$ cat src/rtl/wds_ram.sv
// Generic single-write, single-read RAM with registered read data.
module wds_ram #(
    parameter int WIDTH = 32,
    parameter int DEPTH = 16
) (
    input  logic                                 clk,
    input  logic                                 we,
    input  logic [(DEPTH > 1 ? $clog2(DEPTH) : 1)-1:0] waddr,
    input  logic [WIDTH-1:0]                     wdata,
    input  logic                                 re,
    input  logic [(DEPTH > 1 ? $clog2(DEPTH) : 1)-1:0] raddr,
    output logic [WIDTH-1:0]                     rdata
);
    logic [WIDTH-1:0] mem [DEPTH];

    always_ff @(posedge clk)
    begin
        if (we)
        begin
            mem[waddr] <= wdata;
        end
        if (re)
        begin
            rdata <= mem[raddr];
        end
    end
endmodule

$ cat config.mk
export PLATFORM = sky130hd
export DESIGN_NAME = wds_ram
export DESIGN_NICKNAME = d
export VERILOG_FILES = /design/src/rtl/wds_ram.sv
export SDC_FILE = /design/constraint.sdc
export NUM_CORES = 1
export LEC_CHECK = 0
export ABC_CLOCK_PERIOD_IN_PS = 4400
export BUFFER_PORTS_ARGS = -buffer_cell sky130_fd_sc_hd__buf_2
export CORE_MARGIN = 1.5
export CORE_UTILIZATION = 25
export CTS_BUF_LIST = sky130_fd_sc_hd__clkbuf_16
export CTS_CLUSTER_DIAMETER = 80
export DETAILED_ROUTE_END_ITERATION = 16
export PLACE_DENSITY = 0.47
export SLEW_MARGIN = 10
export SYNTH_ARGS = -nofsm -noshare
export SYNTH_HDL_FRONTEND = slang
export SYNTH_SLANG_ARGS = --single-unit
$ cat constraint.sdc
create_clock -name clk -period 4.4 [get_ports clk]
set_input_delay 1.32 -clock clk [delete_from_list [all_inputs] [get_ports clk]]
set_output_delay 1.32 -clock clk [all_outputs]
set_load 0.02 [all_outputs]
Word level (Yosys, flattened, before mapping) --
Memories as Yosys holds them, arrays and structs flattened. A register that Yosys moved wholly into a read port is not among the register bits. Index checks and enable logic that the tools add are counted.
Cells by class: add/sub/neg operators 0, multipliers 0, divide/modulo/power cells 0, order comparisons 0, equality and inequality tests 0, shift operators 0, muxes and demuxes 2, bitwise gates (word level) 0, reductions and logical operators 0
Operators by type and width (count):
- $mux W1 | 2
Storage, ports and cells: register bits after elaboration 0, bits in latches 0, memory bits (writable) 512, memory bits (read-only) 0, input port bits 43, output and inout port bits 32, logic and storage cells 3, memories 1
Memories:
- mem | words 16, width 32, read ports 1, clocked after memory_dff 1, wr ports 1, line 14 | logic [WIDTH-1:0] mem [DEPTH];

Logic depth before layout (Yosys ltp) --
depth after elaboration 2, gate-level depth with buffers 5, gate-level depth less buffers 3

Worst setup path before layout --
OpenSTA, ideal clock, no wires.
kind input -> register, from input port waddr[2] in the netlist's numbering, to memory mem[0][0] (enable), library setup time 461 ps, arrival 4038 ps, data required time 3939 ps, path slack -100 ps, stages 2, buffers on the path 0, cells stage by stage or3b_2 -> nor3_1
RTL lines:
- from (decl) | line 8 | input logic [(DEPTH > 1 ? $clog2(DEPTH) : 1)-1:0] waddr,
- to (decl) | line 14
Straight into the memory's write port.

==> impl_metrics.tcl <==
set metrics [dict create \
    post-dp-hpwl_um 25120 \
    std_cell_rows 103 \
    grt_max_degree 46 \
    synthArstFlopShare 0 \
    synth_most_common_cell "edfxtp_1" \
    grt_pass1_wl_um 70930 \
    ir_worst_vdd_mv 0.2579 \
    start_kind "input port" \
    cts_max_path_buffers 3 \
    postCtsHoldBufs 0 \
    postCtsSetupRepairBufs 0 \
    initial_core_util 0.2541 \
    synth_area_mm2 0.02017 \
    ys_seq_elements 544 \
    clkLatencyLatePin_ns 0.60 \
    yosys.area_share.adder 0 \
    synth_cell_type_count 17 \
    gp_congestion 0.6690 \
    synthTopCellsByCount "edfxtp_1, mux4_2, a22oi_1, nand2_1, clkbuf_1" \
    maxSlewViolCount 0 \
    die_h_um 287.1 \
    rsz0062_at_grt "false" \
    synth.area.mux_share 0.1429 \
    cts_inserted_buffers 55 \
    cpLargestDelayFamily "buffers and inverters" \
    drt_iter0_drc 686 \
    die_x_um 287.1 \
    via_per_inst 4.425 \
    cap_violations 0 \
    syn_to_final_growth_pct 17.87 \
    synth_xor_area_frac 0 \
    synth-main-ff-cell "edfxtp_1" \
    coreArea_mm2 0.07939 \
    synth_compound_area_frac 0.02382 \
    power_density_mw_per_mm2 452.4 \
    grt_use_total 0.1192 \
    yosysSeqAreaShare 0.8097 \
    crit_path_cell_trace "clkbuf_8 -> buf_4 -> mux4_2 -> a22oi_1 -> nand2_1" \
    synthSimpleGateAreaFrac 0.01253 \
    p_total_uw 10760 \
    max_freq_mhz 364.2 \
    crit_fanout 30 \
    synth.avg_cell_area_um2 24.07 \
    required_ns 4.74 \
    synth_edf_count 544 \
    criticalPathCategory "in -> reg" \
    post-route-period-util 0.6241 \
    drc 0 \
    whs_ns 0.7417 \
    finalCriticalPeriod_ns 2.746 \
    grt_pass1_vias 9909 \
    num-nets-final 1003 \
    slowest_delay_ns 0.56 \
    drt-pass1-iter-count 4 \
    cp-end-kind "flip-flop" \
    fin_tns_setup_ns 0 \
    final_hold_viol_count 0 \
    clkTransAtPathRegs_ns 0.06 \
    antenna_left 0 \
    netlist.area_leader.share 0.8097 \
    grt_antenna_before_repair 5 \
    dieArea_mm2 0.08241 \
    cts_tree "built" \
    wire_per_inst_um 23.72 \
    cts.sinks 544 \
    crit_buf_inv 2 \
    outcome "finished clean" \
    synth_top_family_by_area "multiplexers" \
    layout-drive-gt1-share 0.3244 \
    crit_slowest_cell "mux4_2" \
    setup-violations-final 0 \
    via_count 9081 \
    stdcell_count 2052 \
    tightest_slew_ns 0.7610 \
    yosys_warnings 0 \
    synthCells 838 \
    syn-num-nets 881 \
    ioPinCount 75 \
    root_buffer "clkbuf_16" \
    max-slew-margin-rel 0.4927 \
    skew_ns 0.01596 \
    synthTopCellsByArea "edfxtp_1, mux4_2, a22oi_1" \
    synth_area_leader_cell "edfxtp_1" \
    diodes 0 \
    finalWirelength_um 48670 \
    hold_path.class "reg -> reg" \
    final_core_util 0.2995 \
    portBuffers 74 \
    grt_overflow 0 \
    cts_resized 0 \
    place_inst 1953 \
    cts.htree.levels 2 \
    p_leak_uw 0.007446 \
    worstPathArrival_ns 3.09 \
]
[registers in the layout, summed over array words and instances, names as in the netlist]
register	cells
rdata	32
mem	512
[per-stage QoR]
| step | instance area (µm²) | setup WS [ns] |
|---|---|---|
| 5_1_grt | 23780 | 1.495 |
| 3_3_place_gp | 22120 | 0.9820 |
| 2_1_floorplan | 20180 | 0.2007 |
| 6_report | 23780 | 1.654 |
| 4_1_cts | 23780 | 1.606 |
| 3_5_place_dp | 22120 | 0.9614 |
[where the power goes]
part	leakage (µW)	switching, µW	internal, µW
Combinational	0.00163	339	208
Clock	0.000871	1900	2440
Sequential	0.00494	32.2	5840
Total	0.00745	2270	8480
[worst paths after layout]
kind / slack [ns] / end / from / cells after the start
setup / recovery: 1.65 / rdata[2]$_DFFE_PP_ / raddr[0] / 5
hold / removal: 0.74 / rdata[6]$_DFFE_PP_ / mem[12][6]$_DFFE_PP_ / 3
setup reg to reg: 2.88 / rdata[17]$_DFFE_PP_ / mem[1][17]$_DFFE_PP_ / 3
hold reg to reg: 0.74 / rdata[6]$_DFFE_PP_ / mem[12][6]$_DFFE_PP_ / 3
[worst min-delay path, cell delays in order (launching register included)]
cell	delay, ns
edfxtp_1	0.31
mux4_2	0.22
a22oi_1	0.06
nand2_1	0.05
[routing by layer]
metal,global-route usage,vias to the layer above,wire length [µm],share of wire
li1,-,3844,-,-
met1,0.1700,4969,22790,0.47
met2,0.1852,195,22590,0.46
met3,0.02754,65,2492,0.051
met4,0.02618,8,755,0.016
met5,0,-,42,0.00086
[cell families (layout without fill, tap and decap cells)]
kind of cell,Yosys count,count (layout)
and+or+nand+nor,59,59
DFF,544,544
AOI/OAI and AO/OA,64,64
buffers and inverters,43,207
muxes,128,128
[cells in the final DEF (no fill, tap or decap)]
cell type,netlist,layout
clkinvlp_4,0,1
nand3_1,1,1
inv_1,0,16
nor2_4,0,13
mux4_2,128,128
nor3_2,0,3
clkbuf_8,0,1
nor2b_4,0,2
nand3b_1,2,2
or3b_2,1,1
a22oi_1,64,64
nand2b_1,2,2
nor3_4,0,1
edfxtp_1,544,544
nand2_1,33,33
clkinv_1,0,15
bufinv_16,0,2
buf_4,11,29
clkbuf_16,0,57
buf_12,0,6
and2_2,0,1
clkinv_2,0,5
clkinv_4,0,3
buf_2,4,72
[area by class of cell]
| cell class | count | area, µm² |
|---|---|---|
| fillers | 7714 | 55610 |
| flip-flops and latches | 544 | 16340 |
| multi-input cells | 251 | 3756 |
| clock buffers | 57 | 1426 |
| well taps | 1050 | 1314 |
| repair buffers | 108 | 711.9 |
| clock inverters | 42 | 235.2 |
Power figures use the tool's default switching activity.
