### src/rtl/wds_pkg.sv
// Shared types, constants and helpers for the windowed delta statistics block.
package wds_pkg;

    localparam int ACTION_COUNT_DEF = 8;
    localparam int WINDOW_MAX_DEF   = 16;

    localparam int ACTION_W = 3;
    localparam int DELTA_W  = 32;
    localparam int AVG_W    = 32;
    localparam int MEAN_W   = 32;
    localparam int STD_W    = 31;
    localparam int DEC_W    = 2;
    localparam int CNT_W    = 16;
    localparam int SSQ_W    = 64;
    localparam int WL_W     = 5;
    localparam int TF_W     = 16;
    localparam int STEP_W   = 7;
    localparam int DIVR_W   = 16;

    localparam logic [WL_W-1:0] WL_RESET = WL_W'(8);
    localparam logic [TF_W-1:0] TF_RESET = TF_W'(256);

    localparam logic [DEC_W-1:0] DEC_KEEP  = 2'd0;
    localparam logic [DEC_W-1:0] DEC_RAISE = 2'd1;
    localparam logic [DEC_W-1:0] DEC_LOWER = 2'd2;

    localparam logic REG_WINDOW_LENGTH = 1'b0;
    localparam logic REG_THRESHOLD     = 1'b1;

    typedef struct packed {
        logic              start;
        logic [STEP_W-1:0] steps;
    } div_ctl_t;

    typedef enum logic [4:0] {
        S_IDLE,
        S_RDSTAT,
        S_RDWIN,
        S_AVG_GO,
        S_AVG_WAIT,
        S_MEAN_GO,
        S_MEAN_WAIT,
        S_DIFF,
        S_MUL_LO,
        S_MUL_HI,
        S_ACC,
        S_VAR_GO,
        S_VAR_WAIT,
        S_SQRT_GO,
        S_SQRT_WAIT,
        S_DEC,
        S_WB,
        S_OUT
    } state_t;

    // action index wrap for a 3-bit value, at most eight subtract steps
    function automatic logic [6:0] wrap_index(logic [ACTION_W-1:0] v, logic [6:0] n);
        logic [6:0] r;
        r = {4'b0, v};
        for (int i = 0; i < 8; i++) begin
            if (r >= n) begin
                r = r - n;
            end
        end
        return r;
    endfunction

endpackage

### src/rtl/wds_div.sv
// Iterative unsigned restoring divider, one quotient bit per cycle.
module wds_div import wds_pkg::*; (
    input  logic              clk,
    input  logic              rst_n,
    input  div_ctl_t          ctl,
    input  logic [63:0]       dividend,
    input  logic [DIVR_W-1:0] divisor,
    output logic              done,
    output logic [63:0]       quotient
);
    logic              busy_reg;
    logic              done_reg;
    logic [STEP_W-1:0] cnt_reg;
    logic [DIVR_W-1:0] rem_reg;
    logic [DIVR_W-1:0] dvs_reg;
    logic [63:0]       quo_reg;
    logic [DIVR_W:0]   trial;
    logic              fits;

    assign trial = {rem_reg, quo_reg[63]};
    assign fits  = trial >= {1'b0, dvs_reg};

    always_ff @(posedge clk or negedge rst_n)
    begin
        if (!rst_n)
        begin
            busy_reg <= 1'b0;
            done_reg <= 1'b0;
            cnt_reg  <= '0;
        end
        else
        begin
            done_reg <= 1'b0;
            if (ctl.start)
            begin
                busy_reg <= 1'b1;
                cnt_reg  <= ctl.steps;
            end
            else if (busy_reg)
            begin
                cnt_reg <= cnt_reg - 1'b1;
                if (cnt_reg == STEP_W'(1))
                begin
                    busy_reg <= 1'b0;
                    done_reg <= 1'b1;
                end
            end
        end
    end

    // dividend is left-aligned so only the significant steps are run
    always_ff @(posedge clk)
    begin
        if (ctl.start)
        begin
            quo_reg <= dividend << (STEP_W'(64) - ctl.steps);
            rem_reg <= '0;
            dvs_reg <= divisor;
        end
        else if (busy_reg)
        begin
            rem_reg <= fits ? DIVR_W'(trial - {1'b0, dvs_reg}) : trial[DIVR_W-1:0];
            quo_reg <= {quo_reg[62:0], fits};
        end
    end

    assign done     = done_reg;
    assign quotient = quo_reg;
endmodule

### config.mk
export PLATFORM = sky130hd
export DESIGN_NAME = wds_div
export DESIGN_NICKNAME = d
export VERILOG_FILES = /design/src/rtl/wds_pkg.sv /design/src/rtl/wds_div.sv
export SDC_FILE = /design/constraint.sdc
export NUM_CORES = 1
export LEC_CHECK = 0
export BUFFER_PORTS_ARGS = -buffer_cell sky130_fd_sc_hd__buf_2
export CORE_ASPECT_RATIO = 1.25
export CORE_MARGIN = 2
export CORE_UTILIZATION = 35
export CTS_BUF_LIST = sky130_fd_sc_hd__clkbuf_16
export CTS_CLUSTER_DIAMETER = 40
export CTS_CLUSTER_SIZE = 10
export DETAILED_ROUTE_END_ITERATION = 12
export GPL_TIMING_DRIVEN = 0
export PLACE_DENSITY = 0.56
export SLEW_MARGIN = 40
export SYNTH_ARGS = -nofsm -noshare
export SYNTH_HDL_FRONTEND = slang
export SYNTH_SLANG_ARGS = --single-unit
### constraint.sdc
create_clock -name clk -period 2.8 [get_ports clk]
set_input_delay 0.14 -clock clk [delete_from_list [all_inputs] [get_ports clk]]
set_output_delay 0.14 -clock clk [all_outputs]
set_load 0.01 [all_outputs]
==> After elaboration in Yosys (flattened, before gate mapping) <==
Cells that the tools add are included.
Widths: inputs -> output; s select.
{ "classes": {"n_addsub": 3, "n_lt_le_gt_ge": 1, "eq_ne": 1, "shifts": 1, "n_mux": 11, "reduce_logical": 1} }
{ "ops": {"columns": ["operator", "n"], "rows": [
  ["$mux 64", 2],
  ["$shl 64x7->64", 1],
  ["$ge 17x16->1", 1],
  ["$mux 16", 1],
  ["$sub 16x16->16", 1],
  ["$mux 7", 2],
  ["$eq 7x1->1 const B", 1],
  ["$sub 7x1->7 const B", 1],
  ["$sub 7x7->7 const A", 1],
  ["$mux 1", 6],
  ["$reduce_bool 2->1", 1]
]} }
{ "totals": {"regBits": 105, "in_bits": 90} }

==> Depth between registers and ports, before layout <==
{ "depth": {"depth_word": 4, "mapped_depth": 13, "depth_no_buf": 10} }

==> Least setup slack after synthesis <==
Ideal clock, no wire load.
{ "synth_timing": {"path_kind": "input port to flip-flop", "from": "in ctl[0] in the netlist's numbering", "to": "reg quo_reg[62], in the netlist quotient[62], data pin", "setup_ns": 0.261, "arrival_time_ns": 2.187, "t_required_ns": 2.539, "path_slack_ns": 0.352, "stages": 11, "n_path_buf": 3, "cell_sequence": "buf_6 > inv_1 > ha_1 > buf_2 > buf_1 > mux4_2 > mux2i_1 > nand2_1 > nand3_1 > o21ai_1 > a221o_1"} }
{ "synth_between": {"elab_chain_len": 3} }
{ "synth_lines": {"columns": ["element", "line", "source"], "rows": [
  ["start, declared", "wds_div.sv:5", "input div_ctl_t ctl,"],
  ["$sub 7x7->7", "wds_div.sv:56", "quo_reg <= dividend << (STEP_W'(64) - ctl.steps);"],
  ["$shl 64x7->64", "wds_div.sv:56", null],
  ["$mux 64", "wds_div.sv:54", "if (ctl.start)"],
  ["end signal, assigned", "wds_div.sv:56", null],
  ["end signal, assigned", "wds_div.sv:63", "quo_reg <= {quo_reg[62:0], fits};"],
  ["end, declared", "wds_div.sv:16", "logic [63:0] quo_reg;"]
]} }
No other way between the ends.
A chain may end at the register's enable or synchronous reset.

==> Final worst setup path <==
{ "layout_timing": {"from": "in ctl[0] in the netlist's numbering", "to": "reg quo_reg[56], in the netlist quotient[56], data pin"} }
The elaborated chain is that of the path after synthesis.

==> results_dict.tcl <==
set metrics [dict create \
    clock_insertion_delay_worst_skew_ns 0.35 \
    synthesis.yosys.warnings 0 \
    antenna_cells 0 \
    synthesis.area_sq_um 8900 \
    seq_total_area_yosys_pct 33.1 \
    ys_seq_elements 105 \
    cts.htree.levels 3 \
    most_common_cell_after_layout_fill_and_taps_aside "buf_2" \
    final-setup-viol-count 0 \
    boundaryPins 155 \
    startpoint_of_the_most_critical_register_to_register_path "dvs_reg[0]" \
    run_status "completed" \
    crit_path_end_kind "register" \
    grt_start_max_net_pins 36 \
    fp.dieArea_sq_um 26700 \
    synth_enable_flop_cells 80 \
    synthDistinctLibCells 76 \
    grt_pass1_wl_mm 47.7 \
    core-area_sq_um 25100 \
    cts.sink_count 105 \
    gr-usage-all-layers_pct 23.1 \
    rr_endpoint "rem_reg[10]" \
    timing.final.max_slew_violations 0 \
    design_area_sq_um 10600 \
    num_rows 65 \
    total_power_mw 5.26 \
    ant_nets 0 \
    r2r_setup_slack_ns 0.19 \
    gr-total-overflow 0 \
    route.detailed.wl_per_inst_microns 21.9 \
    detailedPlace.worstSlack_ns -0.394 \
    tritoncts "done" \
    post_route_cells_drive_above_1_share_pct 26.3 \
    setup_tns_ns 0 \
    skew_ns 0.00715 \
    placedInstanceArea_sq_um 10100 \
    r2r_cells 9 \
    worst_ir_drop_vdd_mv 0.296 \
    dr_total_vias 8375 \
    path_clk_slew_ns 0.07 \
    synth_fp_nets 1028 \
    netlist_instances 918 \
    yosys-top-cells-area "edfxtp_1 27%, mux4_2 14%, nand2_1 6.6%" \
    timing.max_cap.violations 0 \
    worst_pin_slew_ns 0.767 \
    crit_path_start "ctl[0]" \
    worst_setup_path_endpoint "quotient[56]" \
    hold_viol 0 \
    total_clock_buffers_created_by_cts 9 \
    crit_arrival_ns 2.78 \
    initial_utilization_pct 35.4 \
    dpl_hpwl_mm 25.2 \
    async_reset_ff_share_pct 8.57 \
    die-height_microns 182 \
    power_leakage_nw 4.46 \
    powerDensity_nw_per_um2 496 \
    start_kind "input port" \
    post_layout_nonfiller_instances 1440 \
    synth-main-ff-cell "edfxtp_1" \
    flip_flop_count_of_the_largest_register_after_layout 64 \
    syn_to_final_growth_pct 19.1 \
    worst-setup-path-type "in2reg" \
    yosysTopAreaCellShare_pct 27.0 \
    synthesis.area_per_instance_sq_um 9.70 \
    cts.root.buffer_cell "clkbuf_16" \
    wl_mm 31.6 \
    first_global_vias 8032 \
    final_cell_mix "178 x buf_2, 155 x nand2_1, 80 x edfxtp_1" \
    num-nets-final 1210 \
    place_congestion 0.976 \
    setup_slack_ns 0.121 \
    post-route-drc-count 0 \
    critical_path_required_ns 2.90 \
    routed_via_density 5.82 \
    rsz0062_at_grt "false" \
    dp_cells 1406 \
    clock.fmax_ghz 0.373 \
    worst_path_fanout_max 10 \
    detail_route.first_pass.iterations 5 \
    drt_iter0_drc 757 \
    count_of_buffers_inserted_at_the_top_level_ports 152 \
    finalCriticalPeriod_ns 2.68 \
    max-slew-margin-rel_pct 48.5 \
    cts_max_path_buffers 2 \
    synth.largest_area_cell "edfxtp_1" \
    die-width_microns 147 \
    hold_class "in2reg" \
    post-route-period-util_pct 95.7 \
    antenna_found_initial 0 \
]
==> timing repair <==
item	CTS	global route
gates resized for setup	2	9
setup endpoints to repair	2	22
hold endpoints to repair	25	0
pin swaps	0	2
buffers inserted	0	1
hold buffers	17	0
==> critical path, stage by stage <==
cell and delay (ns):
buf_6 0.14, inv_1 0.09, ha_1 0.26, xnor2_1 0.56, clkbuf_1 0.42, nor2_1 0.16, o21ai_1 0.57, o22ai_1 0.16
a211o_1 0.28
==> layout make-up <==
cell class	count	area (sq um)
Clock inverter	7	45.0
Buffer	73	404
Inverter	34	128
Tap cell	335	419
Clock buffer	9	225
Timing Repair Buffer	171	958
Fill cell	2503	14500
Sequential cell	105	2950
Multi-Input combinational cell	706	5470
==> routing by layer <==
layer / wire length [microns] / vias to the layer above / GRT usage (%)
li1: - / 3862 / -
met1: 14000 / 4095 / 32.0
met2: 14800 / 368 / 37.8
met3: 1790 / 50 / 2.43
met4: 977 / 0 / 8.23
met5: 0 / - / 0
==> metrics by stage <==
stage          hold WS [ns]  utilization [%]
5_1_grt              0.0620             42.2
3_5_place_dp        0.00860             40.2
3_3_place_gp         0.0104             40.1
6_report             0.0585             42.2
2_1_floorplan        -0.156                -
4_1_cts              0.0601             42.0
==> cell usage after synthesis (all sizes together), types with 5 or more instances <==
| library cell | number |
|---|---|
| nor2 | 70 |
| dfxtp | 16 |
| a211oi | 23 |
| a22o | 5 |
| o2bb2ai | 26 |
| o21ai | 51 |
| and2 | 5 |
| nand2 | 156 |
| a21oi | 53 |
| o22ai | 6 |
| buf | 43 |
| a21o | 5 |
| nand3 | 16 |
| mux4 | 57 |
| mux2i | 48 |
| inv | 34 |
| clkbuf | 30 |
| nor3 | 10 |
| xor2 | 10 |
| dfrtp | 9 |
| ha | 19 |
| o221ai | 22 |
| mux2 | 11 |
| a22oi | 6 |
| o211ai | 10 |
| o21a | 8 |
| edfxtp | 80 |
| a31oi | 7 |
| o2111ai | 5 |
| xnor2 | 14 |
| a2bb2oi | 6 |
==> power breakdown <==
part	internal, mW	total (mW)	switching, mW
Sequential	1.87	2.00	0.125
Combinational	0.801	2.05	1.25
Clock	0.605	1.21	0.602
Total	3.28	5.26	1.98
==> kinds of logic after synthesis <==
group	share of synthesized area (%)
and+or+nand+nor	13.8
AOI/OAI and AO/OA	20.6
muxes	21.3
buffers and inverters	5.89
DFF	33.1
xor gates and xnor gates	2.45
adders and majority gates	2.90
==> worst min-delay path by stage <==
| stage | startpoint | to | slack, ns | cells past startpoint |
|---|---|---|---|---|
| 2_1_floorplan | rst_n | busy_reg | -0.16 | 0 |
| 3_3_place_gp | rst_n | cnt_reg[5] | 0.01 | 1 |
| 3_5_place_dp | rst_n | done | 0.009 | 1 |
| 4_1_cts | ctl[5] | cnt_reg[5] | 0.06 | 3 |
| 5_1_grt | ctl[6] | cnt_reg[6] | 0.06 | 3 |
| 6_report | ctl[5] | cnt_reg[5] | 0.06 | 3 |
(Power assumes the default switching activity.)
