==> src/rtl/wds_sqrt.sv <==
// Iterative integer square root of a 64-bit value, two radicand bits per cycle.
module wds_sqrt (
    input  logic        clk,
    input  logic        rst_n,
    input  logic        start,
    input  logic [63:0] radicand,
    output logic        done,
    output logic [31:0] root
);
    logic        busy_reg;
    logic        done_reg;
    logic [63:0] x_reg;
    logic [63:0] root_reg;
    logic [63:0] bit_reg;
    logic [63:0] trial;

    assign trial = root_reg + bit_reg;

    always_ff @(posedge clk or negedge rst_n)
    begin
        if (!rst_n)
        begin
            busy_reg <= 1'b0;
            done_reg <= 1'b0;
        end
        else
        begin
            done_reg <= 1'b0;
            if (start)
            begin
                busy_reg <= 1'b1;
            end
            else if (busy_reg && bit_reg == 64'd1)
            begin
                busy_reg <= 1'b0;
                done_reg <= 1'b1;
            end
        end
    end

    always_ff @(posedge clk)
    begin
        if (start)
        begin
            x_reg    <= radicand;
            root_reg <= '0;
            bit_reg  <= 64'd1 << 62;
        end
        else if (busy_reg)
        begin
            if (x_reg >= trial)
            begin
                x_reg    <= x_reg - trial;
                root_reg <= (root_reg >> 1) + bit_reg;
            end
            else
            begin
                root_reg <= root_reg >> 1;
            end
            bit_reg <= bit_reg >> 2;
        end
    end

    assign done = done_reg;
    assign root = root_reg[31:0];
endmodule
==> config.mk <==
export PLATFORM = sky130hd
export DESIGN_NAME = wds_sqrt
export DESIGN_NICKNAME = d
export VERILOG_FILES = /design/src/rtl/wds_sqrt.sv
export SDC_FILE = /design/constraint.sdc
export NUM_CORES = 1
export LEC_CHECK = 0
export BUFFER_PORTS_ARGS = -buffer_cell sky130_fd_sc_hd__clkbuf_2
export CAP_MARGIN = 20
export CORE_MARGIN = 4
export CORE_UTILIZATION = 57
export DETAILED_ROUTE_END_ITERATION = 8
export PLACE_DENSITY_LB_ADDON = 0.2
export SYNTH_ARGS = -nofsm -noshare
export SYNTH_HDL_FRONTEND = slang
export SYNTH_SLANG_ARGS = --single-unit
==> constraint.sdc <==
create_clock -name clk -period 7.7 [get_ports clk]
set_input_delay 1.155 -clock clk [delete_from_list [all_inputs] [get_ports clk]]
set_output_delay 1.155 -clock clk [all_outputs]
set_load 0.005 [all_outputs]
# Word-level counts from Yosys, hierarchy flattened
# Index checks and enable logic that the tools add are counted.
word_totals:
  output_inout_bits: 33
  regBits: 162
  input_bits: 67
classes:
  n_reduce_logical: 5
  n_lt_le_gt_ge: 1
  addsub: 3
  n_mux: 8
  eq_ne: 1
ops:
  columns: ["operator", "count"]
  rows:
  - ["two-way mux 64 bit", 4]
  - ["adder 63 x 63 -> 64 bit", 1]
  - ["adder 64 x 63 -> 64 bit", 1]
  - [">= comparator 64 bit", 1]
  - ["subtractor 64 bit", 1]
  - ["equality test 32 x 1 -> 1 bit (second input constant)", 1]
  - ["nonzero test 2 bit", 3]
  - ["two-way mux 1 bit", 4]
  - ["AND reduction 2 bit", 1]
  - ["logical AND 1 bit", 1]

# Logic depth before layout (Yosys ltp)
# Gate-level depths: netlist of the first run.
logic_depth:
  ltp_word: 5
  ltp_mapped: 26

# Least setup slack after synthesis of the first run
# Ideal clock, no wire load.
synth_path:
  kind: "reg2reg"
  from: "register root_reg[2]"
  to: "register x_reg[0] (enable)"
  required_ns: 7.201
  setup_time_ns: 0.499
  stages_incl_launch_ff: 22
  setup_slack_ns: -0.544
  arrival_ns: 7.745
  cell_sequence: "dfxtp_1 ha_1 a31oi_1 o21bai_1 a21oi_1 o31ai_1 nand4_1 nand3_1 a21boi_0 o21ai_0 a31oi_1 xor2_1 ha_1 nand2_1 or4_1 nor4_1 nor3_1 a2111oi_2 a211oi_2 buf_4 buf_4 o21bai_1"
synth_between:
  elab_chain_cells: 4
synth_lines:
  columns: ["element", "line_no", "text"]
  rows:
  - ["start: declaration", "13", "logic [63:0] root_reg;"]
  - ["start signal: assignment", "54", "root_reg <= (root_reg >> 1) + bit_reg;"]
  - ["start signal: assignment", "58", "root_reg <= root_reg >> 1;"]
  - ["adder 64 x 63 -> 64 bit", "17", "assign trial = root_reg + bit_reg;"]
  - [">= comparator 64 bit", "51", "if (x_reg >= trial)"]
  - ["nonzero test 2 bit (no line)", null, null]
  - ["AND reduction 2 bit (no line)", null, null]
  - ["end signal: assignment", "45", "x_reg <= radicand;"]
  - ["end signal: assignment", "53", "x_reg <= x_reg - trial;"]
  - ["end: declaration", "12", "logic [63:0] x_reg;"]
# Every way passes these cells.
# A chain may end at the register's enable or synchronous reset.

# Worst setup path in the final report of the first run
layout_path:
  from: "register root_reg[16]"
  to: "register root_reg[10]"
layout_between:
  elab_chain_cells: 3
layout_lines:
  columns: ["element", "line_no"]
  rows:
  - ["adder 64 x 63 -> 64 bit", "17"]
  - [">= comparator 64 bit", "51"]
  - ["two-way mux 64 bit", "51"]
# Every way passes these cells.

==> run metrics, run 1 <==
outcome completed; Worst-Skew Late Latency roughly 450 ps; Yosys warning total 0; Critical Path Fanout Max 24; number of primary I/O pins 100; relative slew slack 0.261; synthesis-to-finish area growth 6.76%; routed len/inst roughly 20 um; DRC errors left 0; final-layout fill cell count ~2400; dominant synthesized flop cell sky130_fd_sc_hd__dfxtp_1; Period minus WS final 6880 ps; max-capacitance violation count 0; Unique masters post-synth 80; RSZ-0062 raised after global routing false; final WL roughly 44000 um; horizontal extent of the die approximately 170 um; vertical extent of the die 170 um; startpoint class of the critical path register; Clock Root Buffer sky130_fd_sc_hd__clkbuf_16; Max Freq around 0.15 GHz; total of flip-flops plus latches after synthesis 162; buffers inserted by post-CTS timing repair 0; final cell count without fillers 2241; Multi-input gate area between 10000 and 15000 um2; Rows 59; Final HPWL DP 34400 um; proportion of layout cells with a drive suffix above 1 0.100; maximum number of buffers from clock root to sink 2; leakage power around 6.6 nW; endpoint type of the worst setup path register; number of nets still failing antenna checks after routing 0; global-route congestion overflow total 0; largest net degree at the start of global routing a little under 90; count of mapped cells out of synthesis between 1500 and 2000; Max IR drop VDD roughly 0.18 mV; number of buffers created by CTS 17; Net Count, Synth between 2000 and 2500; post-synthesis sequential area ratio 0.260; fraction of the cycle the final worst path needs 0.893; slowest stage cell on the critical path sky130_fd_sc_hd__a211oi_4; TritonCTS clock tree done; Avg Vias per Cell approximately 6.3; Worst path max stage delay 920 ps; gpl congestion approximately 0.98; clock input transition at the sequential cells of the worst setup and hold paths 90 ps; P per Cell Area between 300 and 400 nW/um2; antenna violations before repair 0; per-instance average area after synthesis roughly 7.9 um2; Final Skew 17.9 ps; Placed Cells approximately 2200; number of enable flip-flop cells after synthesis between 60 and 70; layout net count between 2000 and 2500; Setup TNS 0 ps; total number of H-tree levels 4; area occupied by registers between 3000 and 4000 um2; final setup fails 0; first-pass GRT wire length a little over 70000 um; actual slew at the worst max-slew pin between 1000 and 1500 ps; number of antenna cells inserted 0; total global-route track usage 0.300; count of endpoints failing hold in the final timing report 0; max-slew violation count 0; via count of the first global-routing pass around 14000; Std-Cell Core Area about 26000 um2; CP required 8030 ps; number of iterations in the first detailed-routing pass 6; Netlist Area Pre-Place about 15000 um2; initial core utilization 0.577; share of async-settable or async-resettable flops after synthesis 0.0123; Post-CTS Resized 0; full die area between 20000 and 30000 um2; critical setup path kind reg2reg; chain of cells forming the critical path ha_1 -> a311o_1 -> or3_1 -> a211oi_2 -> o41ai_2 -> a21oi_2 -> o31ai_4 -> a31oi_1 -> xor2_1 -> ha_1 -> a21o_1 -> a221o_1 -> a21o_1 -> nor3_1 -> a2111oi_2 -> a211oi_4 -> buf_4 -> mux2_2 -> mux2i_1 -> nor2_1; vias 14200; number of buffers inserted by port buffering 99; Data arrival, critical path roughly 7000 ps; DRC marker count from the first detailed-route iteration approximately 1100; Sinks on Clock Net 162; cts hold-fix bufs 0; Worst Hold Class in2async
-- cells in the final DEF (no fill, tap or decap), types with 19 or more instances in the layout --
master                     count
sky130_fd_sc_hd__nand4_1      47
sky130_fd_sc_hd__xor2_1       76
sky130_fd_sc_hd__edfxtp_1     64
sky130_fd_sc_hd__a31oi_1      62
sky130_fd_sc_hd__o21ai_0     177
sky130_fd_sc_hd__inv_1        23
sky130_fd_sc_hd__o21bai_1     35
sky130_fd_sc_hd__clkbuf_2     98
sky130_fd_sc_hd__nor2b_1      19
sky130_fd_sc_hd__nor3_1       24
sky130_fd_sc_hd__xnor2_1      81
sky130_fd_sc_hd__a21oi_1     135
sky130_fd_sc_hd__nand2_1     218
sky130_fd_sc_hd__or3_1        20
sky130_fd_sc_hd__a211oi_1     27
sky130_fd_sc_hd__dfxtp_1      96
sky130_fd_sc_hd__nand3_1      26
sky130_fd_sc_hd__ha_1        130
sky130_fd_sc_hd__a21o_1       57
sky130_fd_sc_hd__nor2_1      177
sky130_fd_sc_hd__mux2i_1      45
-- per-stage QoR --
step	setup slack (ps)	instance area, um2	hold WS [ps]	util	power, W
6_report	822	16000	478	0.616	0.00510
5_1_grt	429	16000	467	0.616	0.00545
4_1_cts	898	16000	474	0.616	0.00507
3_5_place_dp	909	15400	506	0.593	0.00416
3_3_place_gp	935	15400	497	0.593	0.00414
2_1_floorplan	826	15000	476	-	0.00348
-- cells in the mapped netlist (4+ instances only) --
master / count / share of area
sky130_fd_sc_hd__buf_1: 8 / 0.0020
sky130_fd_sc_hd__o21ai_0: 177 / 0.059
sky130_fd_sc_hd__mux2_2: 7 / 0.0053
sky130_fd_sc_hd__o21bai_1: 36 / 0.018
sky130_fd_sc_hd__o31ai_1: 17 / 0.0085
sky130_fd_sc_hd__o21a_1: 13 / 0.0065
sky130_fd_sc_hd__a21boi_0: 7 / 0.0035
sky130_fd_sc_hd__mux2i_1: 45 / 0.030
sky130_fd_sc_hd__buf_2: 11 / 0.0037
sky130_fd_sc_hd__a31o_2: 14 / 0.0082
sky130_fd_sc_hd__nand2b_1: 11 / 0.0046
sky130_fd_sc_hd__a211oi_2: 4 / 0.0033
sky130_fd_sc_hd__edfxtp_1: 64 / 0.13
sky130_fd_sc_hd__nor2_1: 177 / 0.044
sky130_fd_sc_hd__nand2_1: 218 / 0.055
sky130_fd_sc_hd__xor2_1: 76 / 0.044
sky130_fd_sc_hd__and2_1: 10 / 0.0042
sky130_fd_sc_hd__and4_1: 4 / 0.0023
sky130_fd_sc_hd__and3_1: 9 / 0.0038
sky130_fd_sc_hd__buf_4: 38 / 0.019
sky130_fd_sc_hd__dfxtp_1: 96 / 0.13
sky130_fd_sc_hd__nor2b_1: 19 / 0.0079
sky130_fd_sc_hd__o21ai_1: 5 / 0.0017
sky130_fd_sc_hd__nand4_1: 47 / 0.020
sky130_fd_sc_hd__a211o_1: 4 / 0.0023
sky130_fd_sc_hd__nand3_1: 26 / 0.0087
sky130_fd_sc_hd__inv_1: 23 / 0.0058
sky130_fd_sc_hd__clkbuf_1: 73 / 0.018
sky130_fd_sc_hd__or3_1: 20 / 0.0083
sky130_fd_sc_hd__a21o_1: 57 / 0.029
sky130_fd_sc_hd__a21oi_1: 135 / 0.045
sky130_fd_sc_hd__a31oi_1: 62 / 0.026
sky130_fd_sc_hd__xnor2_1: 81 / 0.047
sky130_fd_sc_hd__a211oi_1: 27 / 0.014
sky130_fd_sc_hd__a311oi_1: 14 / 0.0082
sky130_fd_sc_hd__nor3_1: 24 / 0.0080
sky130_fd_sc_hd__nor4_1: 15 / 0.0063
sky130_fd_sc_hd__o211ai_1: 10 / 0.0050
sky130_fd_sc_hd__a22oi_1: 16 / 0.0080
sky130_fd_sc_hd__ha_1: 130 / 0.11
-- power by group --
part           leakage, nW  switching, W  total [W]  internal, W
combinational         4.88       0.00179    0.00289      0.00110
sequential            1.47      0.000124    0.00131      0.00119
clock                0.297      0.000439   0.000895     0.000456
total                 6.64       0.00235    0.00510      0.00275
-- per-layer routing --
layer	vias up	routed length (um)	global-route usage
met4	0	1390	0.0983
met3	90	2260	0.0444
met2	424	21900	0.532
li1	6973	-	-
met5	-	0	0
met1	6703	18800	0.374
-- cell type report --
| class | instances | area share |
|---|---|---|
| timing repair buffer | 116 | 0.0401 |
| clock inverter | 14 | 0.00938 |
| multi-input combinational | 1573 | 0.647 |
| sequential | 162 | 0.243 |
| clock buffer | 18 | 0.0281 |
| inverter | 23 | 0.00539 |
| tap | 335 | 0.0262 |
-- critical path: cells and delay by family, from the launching register on --
kind / cells / cell delay [ps]
and+or+nand+nor: 3 / 740
AOI/OAI and AO/OA: 11 / 3560
muxes: 2 / 490
xor gates and xnor gates: 1 / 310
buffers and inverters: 1 / 400
DFF: 1 / 500
adders and majority gates: 2 / 740
-- final timing paths --
path	startpoint	to	slack, ps	cells after the start
hold / removal	rst_n	busy_reg	480	1
hold reg to reg	root_reg[0]	root_reg[0]	520	2
setup reg to reg	root_reg[16]	root_reg[10]	820	20
min in group clk	root_reg[0]	root_reg[0]	520	2
setup / recovery	root_reg[16]	root_reg[10]	820	20
max in group asynchronous	rst_n	busy_reg	7110	1
-- cells by family (layout without fill, tap and decap cells) --
family                     after synthesis  in the layout  share of synthesized area
muxes                                   52             52                     0.0353
DFF                                    162            162                      0.260
adders and majority gates              131            131                      0.110
and+or+nand+nor                        597            597                      0.182
buffers and inverters                  157            171                     0.0505
AOI/OAI and AO/OA                      636            636                      0.271
xor gates and xnor gates               157            157                     0.0917
No activity file was read; power rests on OpenSTA's default activity.
==> run 2: changes to the inputs <==
--- a/config.mk
+++ b/config.mk
@@ -6,10 +6,11 @@
 export NUM_CORES = 1
 export LEC_CHECK = 0
 export BUFFER_PORTS_ARGS = -buffer_cell sky130_fd_sc_hd__clkbuf_2
-export CAP_MARGIN = 20
+export CAP_MARGIN = 30
 export CORE_MARGIN = 4
-export CORE_UTILIZATION = 57
+export CORE_UTILIZATION = 60
 export DETAILED_ROUTE_END_ITERATION = 8
+export GPL_TIMING_DRIVEN = 0
 export PLACE_DENSITY_LB_ADDON = 0.2
 export SYNTH_ARGS = -nofsm -noshare
 export SYNTH_HDL_FRONTEND = slang
==> constraint.sdc (replaced) <==
create_clock -name clk -period 8.8 [get_ports clk]
set_input_delay 1.32 -clock clk [delete_from_list [all_inputs] [get_ports clk]]
set_output_delay 1.32 -clock clk [all_outputs]
set_load 0.005 [all_outputs]
==> run 2 against run 1 <==
- power decreased by 10%
- combinational power is 8.3% lower
- clock skew up 2.6 ps
- clock-buffer cell count stayed put
- critical endpoint is now x_reg[22]
- largest cell class unchanged
- highest routed layer unchanged
==> run metrics, run 2 (same netlist as run 1, synthesis figures left out) <==
outcome completed (unchanged); RSZ-0062 raised after global routing false (unchanged); chain of cells forming the critical path ha_1 -> a31oi_1 -> o21bai_1 -> a21oi_1 -> o31ai_1 -> nand4_1 -> nand3_1 -> a21boi_0 -> o21ai_0 -> a31oi_1 -> xor2_1 -> ha_1 -> nand2_1 -> or4_1 -> nor4_1 -> nor3_1 -> a2111oi_2 -> a211oi_2 -> buf_4 -> buf_4 -> o21bai_4 -> buf_12 (was ha_1 -> a311o_1 -> or3_1 -> a211oi_2 -> o41ai_2 -> a21oi_2 -> o31ai_4 -> a31oi_1 -> xor2_1 -> ha_1 -> a21o_1 -> a221o_1 -> a21o_1 -> nor3_1 -> a2111oi_2 -> a211oi_4 -> buf_4 -> mux2_2 -> mux2i_1 -> nor2_1); Max IR drop VDD 0.199 mV (was 0.179 mV); Critical Path Fanout Max 30 (was 24); Post-CTS Resized 0 (unchanged); actual slew at the worst max-slew pin 1090 ps (was 1110 ps); global-route congestion overflow total 0 (unchanged); area occupied by registers 3890 um2 (was 3900 um2); total number of H-tree levels 4 (unchanged); worst reg2reg startpoint root_reg[2] (was root_reg[16]); P per Cell Area 276 nW/um2 (was 318 nW/um2); timing startpoint of the critical path root_reg[2] (was root_reg[16]); full die area 27600 um2 (was 29000 um2); Hold Path Cell Cnt 2; Setup TNS 0 ps (unchanged); total global-route track usage 0.347 (was 0.300); max-slew violation count 0 (unchanged); relative slew slack 0.271 (was 0.261); Multi-input gate area 10400 um2 (about the same); initial core utilization 0.613 (was 0.577); number of nets still failing antenna checks after routing 0 (unchanged); horizontal extent of the die 166 um (was 170 um); synthesis-to-finish area growth 10.4% (was 6.76%); depth of the worst register-to-register path 22 (was 20); Std-Cell Core Area 24500 um2 (was 26000 um2); Worst Hold Class reg2reg (was in2async); number of buffers created by CTS 17 (unchanged); critical setup path kind reg2reg (unchanged); DRC errors left 0 (unchanged); Data arrival, critical path 8240 ps (was 7210 ps); TritonCTS clock tree done (unchanged); Sinks on Clock Net 162 (unchanged); number of iterations in the first detailed-routing pass 6 (unchanged); cts hold-fix bufs 0 (unchanged); via count of the first global-routing pass 14500 (was 13600); slowest stage cell on the critical path sky130_fd_sc_hd__nor4_1 (was sky130_fd_sc_hd__a211oi_4); count of endpoints failing hold in the final timing report 0 (unchanged); endpoint type of the worst setup path register (unchanged); CP required 8930 ps (was 8030 ps); vias 15200 (was 14200); Period minus WS final 8110 ps (was 6880 ps); hold path startpoint root_reg[0]; number of antenna cells inserted 0 (unchanged); vertical extent of the die 166 um (was 170 um); number of primary I/O pins 100 (unchanged); Max Freq 0.123 GHz (was 0.145 GHz); Final HPWL DP 38500 um (was 34400 um); commonest cells after routing, fill and taps aside sky130_fd_sc_hd__nand2_1 (218), sky130_fd_sc_hd__nor2_1 (177), sky130_fd_sc_hd__o21ai_0 (177), sky130_fd_sc_hd__a21oi_1 (135), sky130_fd_sc_hd__ha_1 (130) (unchanged); R2R setup slack 690 ps (was 820 ps); clock input transition at the sequential cells of the worst setup and hold paths 70 ps (was 90 ps); Worst path max stage delay 720 ps (was 920 ps); Reg2Reg Capture Point x_reg[22] (was root_reg[10]); most common cell after layout, fill and taps aside sky130_fd_sc_hd__nand2_1 (unchanged); antenna violations before repair 0 (unchanged); first-pass GRT wire length 77700 um (was 70700 um); Avg Vias per Cell 6.46 (was 6.33); Clock Root Buffer sky130_fd_sc_hd__clkbuf_16 (unchanged); Final Skew 20.5 ps (was 17.9 ps); final setup fails 0 (unchanged); Rows 57 (was 59); number of buffers inserted by port buffering 98 (was 99); DP Worst Slack 946 ps (was 909 ps); end point of the worst hold path root_reg[0]; Critical path buffers and inverters 3 (was 1); final worst hold slack 523 ps (was 478 ps); fraction of the cycle the final worst path needs 0.922 (was 0.893); final WL 49500 um (was 44300 um); Setup WS post-layout 688 ps (was 822 ps); maximum number of buffers from clock root to sink 2 (unchanged); DRC marker count from the first detailed-route iteration 1362 (was 1075); max-capacitance violation count 0 (unchanged); startpoint class of the critical path register (unchanged); gpl congestion 0.988 (was 0.979); proportion of layout cells with a drive suffix above 1 0.112 (was 0.100); buffers inserted by post-CTS timing repair 0 (unchanged); leakage power 6.93 nW (was 6.64 nW); final-layout fill cell count 2110 (was 2373); largest net degree at the start of global routing 31 (was 89); routed len/inst 21.1 um (was 19.8 um); Worst-Skew Late Latency 450 ps (about the same); Crit path max-delay family compound AO/OA/AOI/OAI gates (unchanged); layout net count 2209 (was 2091)
-- run 2: cell count changes in the layout (fill, tap and decap cells not counted), sizes merged --
cell and delta:
bufinv +2, clkinv -1, inv -3, buf +42, clkbuf +76, clkinvlp +2
-- run 2: cell type report --
class,count,share of cell area
flip-flops and latches,162,0.235
clock buffers,18,0.0259
well taps,324,0.0245
inverters,23,0.00522
plain buffers,134,0.0405
clock inverters,14,0.0103
repair buffers,100,0.0325
multi-input cells,1573,0.626
-- run 2: worst min-delay path, cell delays in order (launching register included) --
cell and delay, ps:
sky130_fd_sc_hd__dfxtp_1 330, sky130_fd_sc_hd__nor2_1 90, sky130_fd_sc_hd__a211oi_1 60
-- run 2: how the worst max path moves through the flow --
stage | endpoint | slack, ps | cells past startpoint
5_1_grt | x_reg[22] | 430 | 22
3_3_place_gp | x_reg[19] | -3030 | 21
4_1_cts | x_reg[20] | 900 | 22
2_1_floorplan | x_reg[0] | 560 | 21
6_report | x_reg[22] | 690 | 22
3_5_place_dp | x_reg[17] | 950 | 22
-- run 2: layer usage --
metal / vias to the layer above / share of wire / track usage
li1: 7224 / - / -
met1: 7120 / 0.41 / 0.435
met2: 692 / 0.47 / 0.593
met3: 139 / 0.072 / 0.0457
met4: 0 / 0.046 / 0.160
met5: - / 0 / 0
-- run 2: through the flow --
step                total power (W)   util  cells  area, um2
floorplan                   0.00305      -   1892      15000
global placement            0.00369  0.650   2314      15900
detailed placement          0.00372  0.652   2316      16000
CTS                         0.00452  0.677   2348      16600
global route                0.00487  0.677   2348      16600
finish                      0.00457  0.677   2348      16600
-- run 2: power by group --
part | internal [W] | switching [W] | leakage [nW]
logic | 0.000989 | 0.00166 | 5.17
registers | 0.00104 | 0.0000896 | 1.47
clock network | 0.000430 | 0.000366 | 0.288
total | 0.00246 | 0.00211 | 6.93
